**config.mk**
```make
export PLATFORM = sky130hd
export DESIGN_NAME = string_to_long_parser_unit
export DESIGN_NICKNAME = d
export VERILOG_FILES = /design/src/rtl/stl_pkg.sv /design/src/rtl/stl_ctrl.sv /design/src/rtl/stl_dp.sv /design/src/rtl/string_to_long_parser_unit.sv
export SDC_FILE = /design/constraint.sdc
export NUM_CORES = 1
export LEC_CHECK = 0
export BUFFER_PORTS_ARGS = -buffer_cell sky130_fd_sc_hd__buf_2
export CORE_MARGIN = 3
export CORE_UTILIZATION = 45
export DETAILED_ROUTE_END_ITERATION = 16
export PLACE_DENSITY_LB_ADDON = 0.2
export RECOVER_POWER = 50
export SLEW_MARGIN = 10
export SYNTH_ARGS = -nofsm -noshare
export SYNTH_HDL_FRONTEND = slang
export SYNTH_SLANG_ARGS = --single-unit
export TNS_END_PERCENT = 100
```
**constraint.sdc**
```tcl
create_clock -name aclk -period 10.09 [get_ports aclk]
set_clock_uncertainty 0.1 [all_clocks]
set_input_delay 1.009 -clock aclk [delete_from_list [all_inputs] [get_ports aclk]]
set_output_delay 1.009 -clock aclk [all_outputs]
set_load 0.02 [all_outputs]
```
**src/rtl/stl_pkg.sv**
```systemverilog
// shared types, constants and character helpers for the string-to-long parser
`default_nettype none

package stl_pkg;

    // fixed field widths
    localparam int CH_W     = 8;
    localparam int BASE_W   = 6;
    localparam int VALUE_W  = 64;
    localparam int OFFSET_W = 16;
    localparam int TDATA_W  = VALUE_W + OFFSET_W;
    localparam int TUSER_W  = 2;

    // default sizes handed to the top level
    localparam int DEF_WORD_BITS  = 64;
    localparam int DEF_COUNT_BITS = 16;

    // bases
    localparam logic [BASE_W-1:0] BASE_AUTO  = 6'd0;
    localparam logic [BASE_W-1:0] BASE_MIN   = 6'd2;
    localparam logic [BASE_W-1:0] BASE_OCT   = 6'd8;
    localparam logic [BASE_W-1:0] BASE_DEC   = 6'd10;
    localparam logic [BASE_W-1:0] BASE_HEX   = 6'd16;
    localparam logic [BASE_W-1:0] BASE_MAX   = 6'd36;
    localparam logic [BASE_W-1:0] BASE_RESET = BASE_DEC;

    // character codes
    localparam logic [CH_W-1:0] CH_TAB     = 8'd9;
    localparam logic [CH_W-1:0] CH_CR      = 8'd13;
    localparam logic [CH_W-1:0] CH_SPACE   = 8'd32;
    localparam logic [CH_W-1:0] CH_PLUS    = 8'h2B;
    localparam logic [CH_W-1:0] CH_MINUS   = 8'h2D;
    localparam logic [CH_W-1:0] CH_ZERO    = 8'h30;
    localparam logic [CH_W-1:0] CH_NINE    = 8'h39;
    localparam logic [CH_W-1:0] CH_UPPER_A = 8'h41;
    localparam logic [CH_W-1:0] CH_UPPER_Z = 8'h5A;
    localparam logic [CH_W-1:0] CH_UPPER_X = 8'h58;
    localparam logic [CH_W-1:0] CH_LOWER_A = 8'h61;
    localparam logic [CH_W-1:0] CH_LOWER_Z = 8'h7A;
    localparam logic [CH_W-1:0] CH_LOWER_X = 8'h78;
    localparam logic [CH_W-1:0] LETTER_OFS = 8'd10;

    // controller to datapath commands
    typedef struct packed {
        logic load;
        logic commit;
        logic emit;
    } stl_cmd_t;

    // datapath to controller status
    typedef struct packed {
        logic term;
    } stl_stat_t;

    // digit decode: bit 6 set when the character is no digit at all
    function automatic logic [BASE_W:0] digit_decode(input logic [CH_W-1:0] c);
        logic [CH_W-1:0] v;
        logic            bad;
        v   = '0;
        bad = 1'b0;
        if (c >= CH_ZERO && c <= CH_NINE) begin
            v = c - CH_ZERO;
        end else if (c >= CH_UPPER_A && c <= CH_UPPER_Z) begin
            v = c - (CH_UPPER_A - LETTER_OFS);
        end else if (c >= CH_LOWER_A && c <= CH_LOWER_Z) begin
            v = c - (CH_LOWER_A - LETTER_OFS);
        end else begin
            bad = 1'b1;
        end
        return {bad, v[BASE_W-1:0]};
    endfunction

    // whitespace: tab through carriage return, and space
    function automatic logic is_space(input logic [CH_W-1:0] c);
        return (c == CH_SPACE) || (c >= CH_TAB && c <= CH_CR);
    endfunction

    // a base outside 2..36 becomes zero, which accepts no digit
    function automatic logic [BASE_W-1:0] valid_base(input logic [BASE_W-1:0] b);
        return (b < BASE_MIN || b > BASE_MAX) ? BASE_AUTO : b;
    endfunction

endpackage

`default_nettype wire

```
**src/rtl/stl_ctrl.sv**
```systemverilog
// controller: accept / commit sequencing and output word handshake
`default_nettype none

module stl_ctrl (
    input  wire logic              aclk,
    input  wire logic              aresetn,
    input  wire logic              s_tvalid,
    output logic                   s_tready,
    output logic                   m_tvalid,
    input  wire logic              m_tready,
    output stl_pkg::stl_cmd_t      cmd,
    input  wire stl_pkg::stl_stat_t stat
);
    import stl_pkg::*;

    localparam logic C_IDLE   = 1'b0;
    localparam logic C_COMMIT = 1'b1;

    logic state_reg, state_next;
    logic out_valid_reg, out_valid_next;
    logic out_free;
    logic go;

    // output slot can take a word this cycle
    assign out_free = !out_valid_reg || m_tready;
    assign go       = !stat.term || out_free;
    assign s_tready = (state_reg == C_IDLE);
    assign m_tvalid = out_valid_reg;

    // next state and commands
    always_comb begin
        state_next = state_reg;
        cmd        = '0;
        unique case (state_reg)
            C_IDLE: begin
                if (s_tvalid) begin
                    cmd.load   = 1'b1;
                    state_next = C_COMMIT;
                end
            end
            C_COMMIT: begin
                if (go) begin
                    cmd.commit = 1'b1;
                    cmd.emit   = stat.term;
                    state_next = C_IDLE;
                end
            end
            default: state_next = C_IDLE;
        endcase
    end

    // output valid flag
    always_comb begin
        if (cmd.emit) begin
            out_valid_next = 1'b1;
        end else if (m_tready) begin
            out_valid_next = 1'b0;
        end else begin
            out_valid_next = out_valid_reg;
        end
    end

    always_ff @(posedge aclk) begin
        if (!aresetn) begin
            state_reg     <= C_IDLE;
            out_valid_reg <= 1'b0;
        end else begin
            state_reg     <= state_next;
            out_valid_reg <= out_valid_next;
        end
    end

endmodule

`default_nettype wire

```
**src/rtl/stl_dp.sv**
```systemverilog
// datapath: conversion state, multiply-accumulate and result word registers
`default_nettype none

module stl_dp #(
    parameter int WORD_BITS  = stl_pkg::DEF_WORD_BITS,
    parameter int COUNT_BITS = stl_pkg::DEF_COUNT_BITS
) (
    input  wire logic                          aclk,
    input  wire logic                          aresetn,
    input  wire logic                          cfg_wr_en,
    input  wire logic [stl_pkg::BASE_W-1:0]    cfg_wr_data,
    input  wire logic [stl_pkg::CH_W-1:0]      s_data,
    input  wire stl_pkg::stl_cmd_t             cmd,
    output stl_pkg::stl_stat_t                 stat,
    output logic [stl_pkg::VALUE_W-1:0]        m_value,
    output logic                               m_converted,
    output logic                               m_range_error,
    output logic [stl_pkg::OFFSET_W-1:0]       m_end_offset
);
    import stl_pkg::*;

    localparam int PROD_W = WORD_BITS + BASE_W;
    localparam int EXT_W  = (COUNT_BITS > OFFSET_W) ? COUNT_BITS : OFFSET_W;
    localparam logic [PROD_W-1:0] LIM_POS = (PROD_W'(1) << (WORD_BITS - 1)) - PROD_W'(1);
    localparam logic [WORD_BITS-1:0] W_MAX = LIM_POS[WORD_BITS-1:0];
    localparam logic [WORD_BITS-1:0] W_MIN = ~W_MAX;
    localparam logic [EXT_W-1:0] OFS_SAT = EXT_W'({OFFSET_W{1'b1}});

    // conversion phases
    localparam logic [2:0] PH_SPACE  = 3'd0;
    localparam logic [2:0] PH_FIRST  = 3'd1;
    localparam logic [2:0] PH_ZERO   = 3'd2;
    localparam logic [2:0] PH_PREFIX = 3'd3;
    localparam logic [2:0] PH_DIGITS = 3'd4;

    // digit status
    localparam logic [1:0] ST_NONE = 2'd0;
    localparam logic [1:0] ST_SOME = 2'd1;
    localparam logic [1:0] ST_OVER = 2'd2;

    logic [BASE_W-1:0]     base_cfg_reg;
    logic [2:0]            phase_reg, phase_next;
    logic                  neg_reg, neg_next;
    logic [WORD_BITS-1:0]  acc_reg, acc_next;
    logic [1:0]            status_reg, status_next;
    logic [BASE_W-1:0]     abase_reg, abase_next;
    logic [COUNT_BITS-1:0] count_reg, count_next;
    logic [CH_W-1:0]       ch_reg;
    logic [PROD_W-1:0]     prod_reg;

    logic [BASE_W-1:0]     first_base;
    logic [BASE_W-1:0]     mul_base;
    logic [BASE_W:0]       load_dec;
    logic [PROD_W-1:0]     prod_calc;

    logic [BASE_W:0]       dec;
    logic [BASE_W-1:0]     take_base;
    logic [PROD_W-1:0]     lim;
    logic                  take, bump, enter_first, term;

    logic [WORD_BITS-1:0]  word_val;
    logic [EXT_W-1:0]      count_ext;

    // base that the first character of a number opens with
    assign first_base = valid_base((base_cfg_reg == BASE_AUTO) ? BASE_DEC : base_cfg_reg);

    // multiply-accumulate on the incoming word
    assign load_dec  = digit_decode(s_data);
    assign mul_base  = (phase_reg == PH_SPACE || phase_reg == PH_FIRST) ? first_base : abase_reg;
    assign prod_calc = PROD_W'(acc_reg) * PROD_W'(mul_base) + PROD_W'(load_dec[BASE_W-1:0]);

    // overflow limit depends on the sign
    assign lim = LIM_POS + PROD_W'(neg_reg);

    // commit of the registered character
    always_comb begin
        phase_next  = phase_reg;
        neg_next    = neg_reg;
        acc_next    = acc_reg;
        status_next = status_reg;
        abase_next  = abase_reg;
        take        = 1'b0;
        bump        = 1'b0;
        enter_first = 1'b0;
        term        = 1'b0;
        take_base   = abase_reg;
        dec         = digit_decode(ch_reg);

        unique case (phase_reg)
            PH_SPACE: begin
                if (is_space(ch_reg)) begin
                    bump = 1'b1;
                end else if (ch_reg == CH_PLUS || ch_reg == CH_MINUS) begin
                    neg_next   = (ch_reg == CH_MINUS);
                    phase_next = PH_FIRST;
                    bump       = 1'b1;
                end else begin
                    enter_first = 1'b1;
                end
            end
            PH_FIRST: enter_first = 1'b1;
            PH_ZERO: begin
                if (ch_reg == CH_LOWER_X || ch_reg == CH_UPPER_X) begin
                    abase_next  = BASE_HEX;
                    status_next = ST_NONE;
                    acc_next    = '0;
                    phase_next  = PH_PREFIX;
                    bump        = 1'b1;
                end else begin
                    take = 1'b1;
                end
            end
            PH_PREFIX, PH_DIGITS: take = 1'b1;
            default: begin
                phase_next  = PH_SPACE;
                neg_next    = 1'b0;
                acc_next    = '0;
                status_next = ST_NONE;
                abase_next  = '0;
            end
        endcase

        // first character after whitespace and sign
        if (enter_first) begin
            if ((base_cfg_reg == BASE_AUTO || base_cfg_reg == BASE_HEX) && ch_reg == CH_ZERO) begin
                abase_next  = (base_cfg_reg == BASE_AUTO) ? BASE_OCT : BASE_HEX;
                status_next = ST_SOME;
                acc_next    = '0;
                phase_next  = PH_ZERO;
                bump        = 1'b1;
            end else begin
                abase_next = first_base;
                take_base  = first_base;
                take       = 1'b1;
            end
        end

        // digit or terminator
        if (take) begin
            if (take_base == BASE_AUTO || dec[BASE_W] || dec[BASE_W-1:0] >= take_base) begin
                term = 1'b1;
            end else begin
                if (status_reg == ST_OVER || prod_reg > lim) begin
                    status_next = ST_OVER;
                end else begin
                    status_next = ST_SOME;
                    acc_next    = prod_reg[WORD_BITS-1:0];
                end
                phase_next = PH_DIGITS;
                bump       = 1'b1;
            end
        end

        // saturating character count
        count_next = (bump && count_reg != '1) ? count_reg + COUNT_BITS'(1) : count_reg;
        if (phase_reg > PH_DIGITS) begin
            count_next = '0;
        end

        // terminator restarts the conversion
        if (term) begin
            phase_next  = PH_SPACE;
            neg_next    = 1'b0;
            acc_next    = '0;
            status_next = ST_NONE;
            abase_next  = '0;
            count_next  = '0;
        end
    end

    assign stat.term = term;

    // result fields from the state before the terminator
    always_comb begin
        if (status_reg == ST_OVER) begin
            word_val = neg_reg ? W_MIN : W_MAX;
        end else begin
            word_val = neg_reg ? ('0 - acc_reg) : acc_reg;
        end
        count_ext = (status_reg != ST_NONE) ? EXT_W'(count_reg) : '0;
    end

    // configuration and control state
    always_ff @(posedge aclk) begin
        if (!aresetn) begin
            base_cfg_reg <= BASE_RESET;
            phase_reg    <= PH_SPACE;
            neg_reg      <= 1'b0;
            acc_reg      <= '0;
            status_reg   <= ST_NONE;
            abase_reg    <= '0;
            count_reg    <= '0;
        end else begin
            if (cfg_wr_en) begin
                base_cfg_reg <= cfg_wr_data;
            end
            if (cmd.commit) begin
                phase_reg  <= phase_next;
                neg_reg    <= neg_next;
                acc_reg    <= acc_next;
                status_reg <= status_next;
                abase_reg  <= abase_next;
                count_reg  <= count_next;
            end
        end
    end

    // character, product and result word registers
    always_ff @(posedge aclk) begin
        if (cmd.load) begin
            ch_reg   <= s_data;
            prod_reg <= prod_calc;
        end
        if (cmd.emit) begin
            m_value       <= VALUE_W'($signed(word_val));
            m_converted   <= (status_reg != ST_NONE);
            m_range_error <= (status_reg == ST_OVER);
            m_end_offset  <= (count_ext > OFS_SAT) ? {OFFSET_W{1'b1}}
                                                   : count_ext[OFFSET_W-1:0];
        end
    end

endmodule

`default_nettype wire

```
**src/rtl/string_to_long_parser_unit.sv**
```systemverilog
// top level of the string-to-long parser: controller plus datapath
//
//   channel   ports                      word contents
//   s_        s_tvalid/tready/tdata      [7:0] ch
//   m_        m_tvalid/tready/tdata/tuser tdata [63:0] value, [79:64] end_offset;
//                                        tuser [0] converted, [1] range_error
//   cfg       cfg_wr_en/cfg_wr_data      [5:0] number_base
//
// the accept cycle runs the accumulator times base multiply, then the commit state compares
// against the overflow limit and commits; no new character is accepted until it has committed.
// a terminator waits in the commit cycle while the output word is still held.
// reset is synchronous, active low; number_base resets to 10.
`default_nettype none

module string_to_long_parser_unit #(
    parameter int WORD_BITS  = stl_pkg::DEF_WORD_BITS,
    parameter int COUNT_BITS = stl_pkg::DEF_COUNT_BITS
) (
    input  wire logic                        aclk,
    input  wire logic                        aresetn,
    input  wire logic                        cfg_wr_en,
    input  wire logic [stl_pkg::BASE_W-1:0]  cfg_wr_data,   // number_base
    input  wire logic                        s_tvalid,
    output logic                             s_tready,
    input  wire logic [stl_pkg::CH_W-1:0]    s_tdata,       // ch
    output logic                             m_tvalid,
    input  wire logic                        m_tready,
    output logic [stl_pkg::TDATA_W-1:0]      m_tdata,       // value, end_offset
    output logic [stl_pkg::TUSER_W-1:0]      m_tuser        // converted, range_error
);
    import stl_pkg::*;

    stl_cmd_t              cmd;
    stl_stat_t             stat;
    logic [VALUE_W-1:0]    value;
    logic                  converted;
    logic                  range_error;
    logic [OFFSET_W-1:0]   end_offset;

    // sequencing
    stl_ctrl u_ctrl (
        .aclk     (aclk),
        .aresetn  (aresetn),
        .s_tvalid (s_tvalid),
        .s_tready (s_tready),
        .m_tvalid (m_tvalid),
        .m_tready (m_tready),
        .cmd      (cmd),
        .stat     (stat)
    );

    // conversion datapath
    stl_dp #(
        .WORD_BITS  (WORD_BITS),
        .COUNT_BITS (COUNT_BITS)
    ) u_dp (
        .aclk          (aclk),
        .aresetn       (aresetn),
        .cfg_wr_en     (cfg_wr_en),
        .cfg_wr_data   (cfg_wr_data),
        .s_data        (s_tdata),
        .cmd           (cmd),
        .stat          (stat),
        .m_value       (value),
        .m_converted   (converted),
        .m_range_error (range_error),
        .m_end_offset  (end_offset)
    );

    // output word packing
    assign m_tdata = {end_offset, value};
    assign m_tuser = {range_error, converted};

`ifndef SYNTH
    // an accepted word is followed by its commit cycle
    a_two_cycle: assert property (@(posedge aclk) disable iff (!aresetn)
        (s_tvalid && s_tready) |=> !s_tready)
        else $error("input accepted on back-to-back cycles");

    // no conversion means zero value and zero offset
    a_none_zero: assert property (@(posedge aclk) disable iff (!aresetn)
        (m_tvalid && !m_tuser[0]) |-> (m_tdata == '0))
        else $error("unconverted result carries nonzero fields");

    // overflow only after digits
    a_range_conv: assert property (@(posedge aclk) disable iff (!aresetn)
        (m_tvalid && m_tuser[1]) |-> m_tuser[0])
        else $error("range error without conversion");
`endif

endmodule

`default_nettype wire
```
Word level (Yosys, flattened, before mapping). Index checks and enable logic that the tools add are counted.

Memories kept: 0. Logic and storage cells: 181. RAM bits: 0. ROM bits: 0. Bits in latches: 0. Register bits after elaboration: 260. Input bits: 19.

Reduce and logical (&&, ||, !) cells: 35. Multiply operators: 1. $lt $le $gt $ge: 20. Divide/modulo/power cells: 0. Bitwise gates (word level): 1. Multiplexer cells: 81. Equality and inequality tests: 18. Shift operators: 0. Add/sub/neg operators: 10.

Operators with widths (number): $mux W64 (10); $pmux W64 S2 (1); $mux W6 (15); $add A70 B6 Y70 (1); $gt A70 B70 Y1 (1); $mul A64 B6 Y70 (1); $add A63 B1 Y64 const A (1); $mux W16 (4); $sub A1 B64 Y64 const A (1); $eq A8 B6 Y1 const B (4); $ge A8 B7 Y1 const B (4); $le A8 B7 Y1 const B (4); $mux W1 (25); $mux W3 (8); $sub A6 B6 Y6 const B (4); $mux W2 (9); $add A16 B1 Y16 const B (1); $eq A8 B7 Y1 const B (2); $ge A8 B6 Y1 const B (2); $gt A16 B16 Y1 const B (1); $le A8 B6 Y1 const B (2); $ne A16 B16 Y1 const B (1); $logic_not A6 Y1 (2); $pmux W6 S2 (1); other kinds (33) (61).

Logic depth before layout (Yosys ltp). Gate-level depths: netlist (run 1).

Word-level depth: 17. Mapped depth: 28. Gate-level depth less buffers: 25.

Hierarchy. From an unflattened synthesis (run 1), not the netlist that was laid out.

Cells, all modules: 2790. Area total of the unflattened synthesis: 25602.1 um2.

Modules (own cells, without submodules): stl_dp (cells each 2775, instances 1, area each 25479.4 um2, sequential area each 6766.5 um2); stl_ctrl (cells each 13, instances 1, area each 107.6 um2, sequential area each 40.0 um2); string_to_long_parser_unit (cells each 2, instances 1, area each 15.0 um2, sequential area each 0.0 um2).

Worst setup path before layout (run 1). Ideal clock, no wire load.

Path kind: reg2reg. From: register u_dp.ch_reg[1]. To: register u_dp.m_converted, enable pin. Clock period less this slack: 7.407 ns. Setup time: 0.533 ns. Required time: 9.457 ns. Cell stages (with the launch flop): 15. Setup slack: 2.683 ns. Arrival: 6.774 ns. Path through: edfxtp_1 or4b_1 nor4_2 inv_2 o211ai_2 clkbuf_1 mux2i_1 ha_1 a21o_1 a21o_1 a211oi_1 nor2_1 o41ai_4 or2_2 nor2b_1.

RTL lines: start: declaration (line stl_dp.sv:48) `logic [CH_W-1:0] ch_reg;`; start signal: assignment (line stl_dp.sv:211) `ch_reg <= s_data;`; end signal: assignment (line stl_dp.sv:216) `m_converted <= (status_reg != ST_NONE);`; end: declaration (line stl_dp.sv:16) `output logic m_converted,`.

Final worst setup path (run 1).
From: register u_dp.base_cfg_reg[5]. To: register u_dp.prod_reg[65], data pin.

Word-level cells in the longest chain between the ends: 8. Elaborated cells between the ends (all ways): 9. Those cells by class: 1 x add/sub; 1 x mul; 2 x order compare; 3 x mux; 2 x reduce/logical.

RTL lines: start: declaration (line stl_dp.sv:41) `logic [BASE_W-1:0] base_cfg_reg;`; start signal: assignment (line stl_dp.sv:195) `base_cfg_reg <= cfg_wr_data;`; $logic_not A6 Y1 (line stl_dp.sv:65) `assign first_base = valid_base((base_cfg_reg == BASE_AUTO) ? BASE_DEC : base_cfg_reg);`; $mux W6 (*) (line stl_dp.sv:65); $lt A6 B2 Y1 or $gt A6 B6 Y1 (tied branches) (line stl_pkg.sv:80) `return (b < BASE_MIN || b > BASE_MAX) ? BASE_AUTO : b;`; $logic_or A1 B1 Y1 (line stl_pkg.sv:80); $mux W6 (*) (line stl_pkg.sv:80); $mux W6 (*) (line stl_dp.sv:69) `assign mul_base = (phase_reg == PH_SPACE || phase_reg == PH_FIRST) ? first_base : abase_reg;`; $mul A64 B6 Y70 (*) (line stl_dp.sv:70) `assign prod_calc = PROD_W'(acc_reg) * PROD_W'(mul_base) + PROD_W'(load_dec[BASE_W-1:0]);`; $add A70 B6 Y70 (*) (line stl_dp.sv:70); named net u_dp.prod_calc[65] (line stl_dp.sv:54) `logic [PROD_W-1:0] prod_calc;`; end signal: assignment (line stl_dp.sv:212) `prod_reg <= prod_calc;`; end: declaration (line stl_dp.sv:49) `logic [PROD_W-1:0] prod_reg;`.

The timed path passes the listed nets; every way through them passes the cells marked *. A chain may end at the register's enable or synchronous reset.

==> key figures, run 1 <==
Worst setup path
  • Crit-path max cell delay: 0.97 ns
  • Worst setup path end: u_dp.prod_reg[65]
  • Critical R2R Capture: u_dp.prod_reg[65]
  • R2R cell count: 25
  • Setup crit end kind: register
  • Setup CP Type: register to register
  • CP arrival: 8.75 ns
  • CP startpoint: u_dp.base_cfg_reg[5]
  • Reg2reg start: u_dp.base_cfg_reg[5]
  • Worst path required time: around 10 ns
  • FF-to-FF setup slack: 1.58 ns
  • CP startpoint kind: register
  • Max FO, Critical Path: 43
  • CP max stage cell: o21ai_4

Logic synthesis
  • Number of enable flip-flop cells after synthesis: 160
  • Asr flop ratio synth: 0
  • Register area share after synthesis: 0.258
  • Netlist cell types: between 80 and 90
  • Avg Cell Area, Syn: approximately 9.6 um2
  • Synthesized cell area: between 20000 and 30000 um2
  • Synth Register Bits: 260
  • Ys flop type: edfxtp_1
  • Syn Nets: ~3300
  • Synth warn: 0
  • Cells after synthesis: about 2800

Cells and area
  • Fillcell total: 5388
  • Final Cell Area: 28400 um2
  • Area Growth Syn to Fin: 7.73%
  • Layout cell share with drive strength beyond 1: 0.0406
  • Most frequent cells in the layout: and2_1, fa_1, ha_1, nor2_1, nand2_1
  • Commonest non-fill, non-tap cell in the layout: and2_1
  • Register Area: around 6800 um2
  • Multi-input logic area: around 18000 um2
  • Max reg flops: 70
  • NumNets Final: around 3200
  • Antenna Cells: 0

Route
  • Routed WL: about 76000 um
  • Routed vias/inst: 5.92
  • DRC Markers: 0
  • DR vias: 20900
  • DRT antenna net count: 0
  • DR WL met3: around 5300 um
  • DRT iter0 DRCs: 1425
  • Routed WL per cell: 21.5 um
  • Top layer in use: met4
  • First-pass iteration count of the detailed router: 5
  • Routed met1 length: around 34000 um
  • Wire length on met2: around 34000 um

Power
  • Leak: between 10 and 15 nW
  • Max VDD drop: 0.000162 V
  • Pwr dens: 100 nW/um2

Clocking
  • Clock Tree Root: clkbuf_16
  • Clock Tree Buf Depth: 3
  • Htree depth: 1
  • Skew-Pair Late Insertion Delay: roughly 0.61 ns
  • CTS Buf Count: 31
  • Post_cts resized: 0
  • Post-CTS Setup Repair Bufs: 0
  • Worst-path clk slew: 0.06 ns
  • CTS sink count: 260
  • CTS tree: built
  • Hold buffers post-CTS: 0

Min path
  • Worst hold path type: register to register

Floorplan
  • Initial Util: 0.456
  • DIE HEIGHT: ~250 um
  • Die width: roughly 250 um
  • Top Ports: 103
  • Core area: 57800 um2
  • FP Rows: ~90
  • Die Area: slightly above 60000 um2

STA
  • Final setup violation count: 0
  • RSZ-0062 raised after global routing: false
  • Max frequency: around 120 MHz
  • Slew Limit Fails: approximately 240
  • Final period utilization: 0.843
  • TNS Setup: 0 ns
  • Slew at the pin closest to its max-slew limit: about 3.2 ns
  • Worst hold slack: roughly 0.38 ns
  • Hold Violations, Final: 0
  • Fin crit period: approximately 8.5 ns
  • Max-Slew Margin vs Limit: -1.16

Run status
  • Failing checks: capacitance limit, slew limit
  • Status: finished with violations

Global routing
  • Vias in the first global route: about 21000
  • Gr usage total: 0.248
  • Largest net degree at the start of global routing: 65
  • Global-route wire length before repair: around 120000 um
  • Global route overflow: 0
  • Initial antenna violation count: 0

Placement
  • Placed cell areas: around 27000 um2
  • Dpl hpwl: approximately 57000 um
  • Final weighted congestion in routability-driven placement: 0.923
  • I/O Buffers: about 100

Job
  • # Max-Cap Violations: 5
## worst max-delay path, delay by kind of cell, from the launching register on
kind / cells / cell delay, ns
flip-flops: 1 / 0.57
XOR/XNOR: 1 / 0.15
AO/OA/AOI/OAI: 12 / 4.47
adder cells (fa/ha/maj): 5 / 2.04
buffers and inverters: 4 / 0.20
AND/OR/NAND/NOR: 3 / 0.69
## cells by family after synthesis
logic type / count (synthesis) / share of synthesized area
compound gates: 643 / 0.161
xor+xnor: 94 / 0.0313
fa+ha+maj: 487 / 0.303
buf+inv: 286 / 0.0425
flops: 260 / 0.258
mux: 21 / 0.00803
simple gates: 965 / 0.196
## power breakdown
group | total, mW | switching (mW) | internal (mW) | leakage, nW
Clock | 1.30 | 0.496 | 0.805 | 0.564
Combinational | 0.317 | 0.241 | 0.0764 | 10.5
Sequential | 1.23 | 0.0383 | 1.19 | 2.33
Total | 2.85 | 0.775 | 2.08 | 13.4
## worst min path at each step
stage | from | to | slack, ns | depth (start not counted)
2_1_floorplan | u_dp.count_reg[9] | u_dp.count_reg[9] | 0.34 | 1
3_3_place_gp | u_dp.count_reg[12] | u_dp.count_reg[12] | 0.36 | 1
3_5_place_dp | u_dp.count_reg[12] | u_dp.count_reg[12] | 0.37 | 1
4_1_cts | u_dp.count_reg[12] | u_dp.count_reg[12] | 0.38 | 1
5_1_grt | u_dp.count_reg[9] | u_dp.count_reg[9] | 0.39 | 1
6_report | u_dp.count_reg[12] | u_dp.count_reg[12] | 0.38 | 1
## layout make-up
class                      instances  share of cell area
multi-input combinational       2210               0.652
sequential                       260               0.240
tap                              765              0.0337
clock buffer                      35              0.0282
timing repair buffer             121              0.0179
inverter                         113              0.0149
clock inverter                    22              0.0134
## layer usage
layer | GRT usage | vias to the layer above
met5 | 0 | -
met4 | 0.0836 | 0
met3 | 0.0400 | 116
met2 | 0.390 | 695
met1 | 0.350 | 10400
li1 | - | 9640
## through the flow
| step | utilization | std cells | power [mW] | setup WS, ns |
|---|---|---|---|---|
| floorplan | - | 2756 | 1.45 | 2.68 |
| global placement | 0.473 | 3469 | 1.57 | 1.94 |
| detailed placement | 0.473 | 3469 | 1.58 | 1.78 |
| CTS | 0.494 | 3526 | 2.89 | 1.75 |
| global route | 0.491 | 3526 | 2.95 | 1.24 |
| finish | 0.491 | 3526 | 2.85 | 1.58 |
## cell usage after synthesis (37+ instances only)
master	n	area, um2
xor2_1	44	385
a21o_1	78	586
a22o_1	68	596
fa_1	252	5040
inv_1	109	409
xnor2_1	50	438
edfxtp_1	160	4800
ha_1	235	2940
and2_1	283	1770
nor2b_1	93	582
clkbuf_1	153	574
nor3_1	47	235
a21oi_1	151	756
nand3_1	37	185
dfxtp_1	100	2000
nand2_1	168	631
o21ai_0	152	761
nand4_1	39	244
nor2_1	182	683
(Power assumes the default switching activity.)
==> run 2, diff against run 1 <==
==> constraint.sdc (replaced) <==
create_clock -name aclk -period 8.4 [get_ports aclk]
set_clock_uncertainty 0.1 [all_clocks]
set_input_delay 0.84 -clock aclk [delete_from_list [all_inputs] [get_ports aclk]]
set_output_delay 0.84 -clock aclk [all_outputs]
set_load 0.02 [all_outputs]
==> run 2 against run 1 <==
Against the previous run: the flow still finishes with violations (capacitance limit, slew limit); cell area decreased by 0.11%; combinational power increased by 23%; first-iteration DRC count increased by 12%; register-to-register slack got worse by 0.96 ns; utilization decreased by 0.056 points; non-clock buffer count increased by 2; die area unchanged; critical path depth decreased by 1.
==> key figures, run 2 (same netlist as run 1, synthesis figures left out) <==
Worst setup path
  • Setup crit end kind: register
  • Worst path required time: roughly 8.6 ns
  • CP startpoint kind: register
  • Max FO, Critical Path: 58
  • CP arrival: between 7 and 8 ns
  • Setup CP Type: register to register

STA
  • TNS Setup: 0 ns
  • RSZ-0062 raised after global routing: false
  • Slew Limit Fails: 202
  • Final setup violation count: 0
  • Max frequency: ~130 MHz
  • Hold Violations, Final: 0
  • Fin crit period: around 8 ns
  • Final period utilization: 0.926
  • Max-Slew Margin vs Limit: -1.71
  • Slew at the pin closest to its max-slew limit: 4.07 ns

Cells and area
  • Register Area: between 6000 and 7000 um2
  • Most frequent cells in the layout: and2_1, fa_1, ha_1, nor2_1, nand2_1
  • Layout cell share with drive strength beyond 1: 0.0416
  • NumNets Final: 3248
  • Area Growth Syn to Fin: 7.60%
  • Multi-input logic area: approximately 19000 um2
  • Max reg flops: 70
  • Commonest non-fill, non-tap cell in the layout: and2_1
  • Antenna Cells: 0
  • Fillcell total: ~5400

Power
  • Leak: 13.4 nW
  • Comb pwr share: 0.116
  • Pwr dens: approximately 120 nW/um2
  • Post-layout total power: roughly 3.4 mW
  • P_sw: slightly above 900 uW
  • Power share of the sequential group: 0.442
  • Sw frac: 0.278
  • Clock power share: 0.442
  • Max VDD drop: 0.000132 V
  • Power Internal: 2.42 mW

Route
  • First-pass iteration count of the detailed router: 5
  • Routed WL per cell: between 20 and 25 um
  • DR vias: 20900
  • Routed WL: between 70000 and 80000 um
  • Routed vias/inst: between 5 and 6
  • DRT iter0 DRCs: 1597
  • DRT antenna net count: 0
  • DRC Markers: 0

Global routing
  • Global route overflow: 0
  • Largest net degree at the start of global routing: 84
  • Initial antenna violation count: 1
  • Global-route wire length before repair: 121000 um
  • Gr usage total: 0.253
  • Vias in the first global route: roughly 21000

Clocking
  • Post-CTS Setup Repair Bufs: 0
  • CTS tree: built
  • Post_cts resized: 0
  • CTS sink count: 260
  • Clock Tree Buf Depth: 3
  • Skew-Pair Late Insertion Delay: around 0.55 ns
  • Htree depth: 2
  • CTS Buf Count: 34
  • Clock Tree Root: clkbuf_16
  • Hold buffers post-CTS: 0
  • Worst-path clk slew: around 0.06 ns

Min path
  • Worst hold path type: register to register

Floorplan
  • Die width: approximately 250 um
  • FP Rows: 88
  • DIE HEIGHT: about 250 um
  • Die Area: 61500 um2
  • Top Ports: 103
  • Initial Util: 0.456
  • Core area: 57800 um2

Placement
  • Dpl hpwl: roughly 56000 um
  • I/O Buffers: 102
  • Final weighted congestion in routability-driven placement: 1.00

Job
  • # Max-Cap Violations: 4

Run status
  • Failing checks: capacitance limit, slew limit
  • Status: finished with violations
[run 2: cell type report]
class	count	area share
multi-input cells	2210	0.653
well taps	765	0.0338
repair buffers	123	0.0188
clock inverters	18	0.00605
inverters	113	0.0150
flip-flops and latches	260	0.240
clock buffers	43	0.0334
[run 2: path summary, 6_finish.rpt]
check | startpoint | endpoint | slack, ns | depth (start not counted)
max | u_dp.base_cfg_reg[2] | u_dp.prod_reg[65] | 0.62 | 24
max reg2reg | u_dp.base_cfg_reg[2] | u_dp.prod_reg[65] | 0.62 | 24
min reg2reg | u_dp.count_reg[12] | u_dp.count_reg[12] | 0.38 | 1
min | u_dp.count_reg[12] | u_dp.count_reg[12] | 0.38 | 1
[run 2: metal layers]
layer / share of wire / track usage
met1: 0.45 / 0.356
met2: 0.45 / 0.402
met5: 0.00017 / 0
met4: 0.028 / 0.0754
met3: 0.072 / 0.0409
[run 2: critical path, cell delays in order (launching register included)]
cell      delay [ns]
dfxtp_1         0.56
or2_2           0.20
o41ai_1         0.08
a22oi_1         0.38
nand2_1         0.20
o21ai_4         0.17
buf_4           0.58
and2_1          0.24
fa_1            0.42
ha_1            0.30
inv_1           0.07
fa_1            0.47
fa_1            0.54
inv_1           0.05
ha_1            0.34
a21o_1          0.21
a221oi_1        0.64
a221oi_1        0.22
o21ba_2         0.29
a211o_1         0.33
a21oi_1         0.38
o41a_1          0.30
o211a_1         0.19
o21ai_0         0.11
xor2_1          0.16
[run 2: per-stage QoR]
stage	cell area, um2	hold WS (ns)	instances	util	worst slack, ns
final	28300	0.376	3532	0.490	0.622
after global routing	28300	0.386	3532	0.490	0.202
after CTS	28500	0.375	3532	0.493	0.665
after detailed placement	27400	0.368	3471	0.473	0.703
after global placement	27400	0.350	3471	0.473	0.820
after floorplan	26300	0.338	2756	-	0.993
[run 2: power groups by stage]
stage | sequential, mW | combinational, mW | clock (mW)
floorplan | 1.54 | 0.207 | 0
global placement | 1.50 | 0.390 | 0
detailed placement | 1.50 | 0.398 | 0
CTS | 1.48 | 0.399 | 1.52
global route | 1.49 | 0.424 | 1.56
finish | 1.48 | 0.389 | 1.48
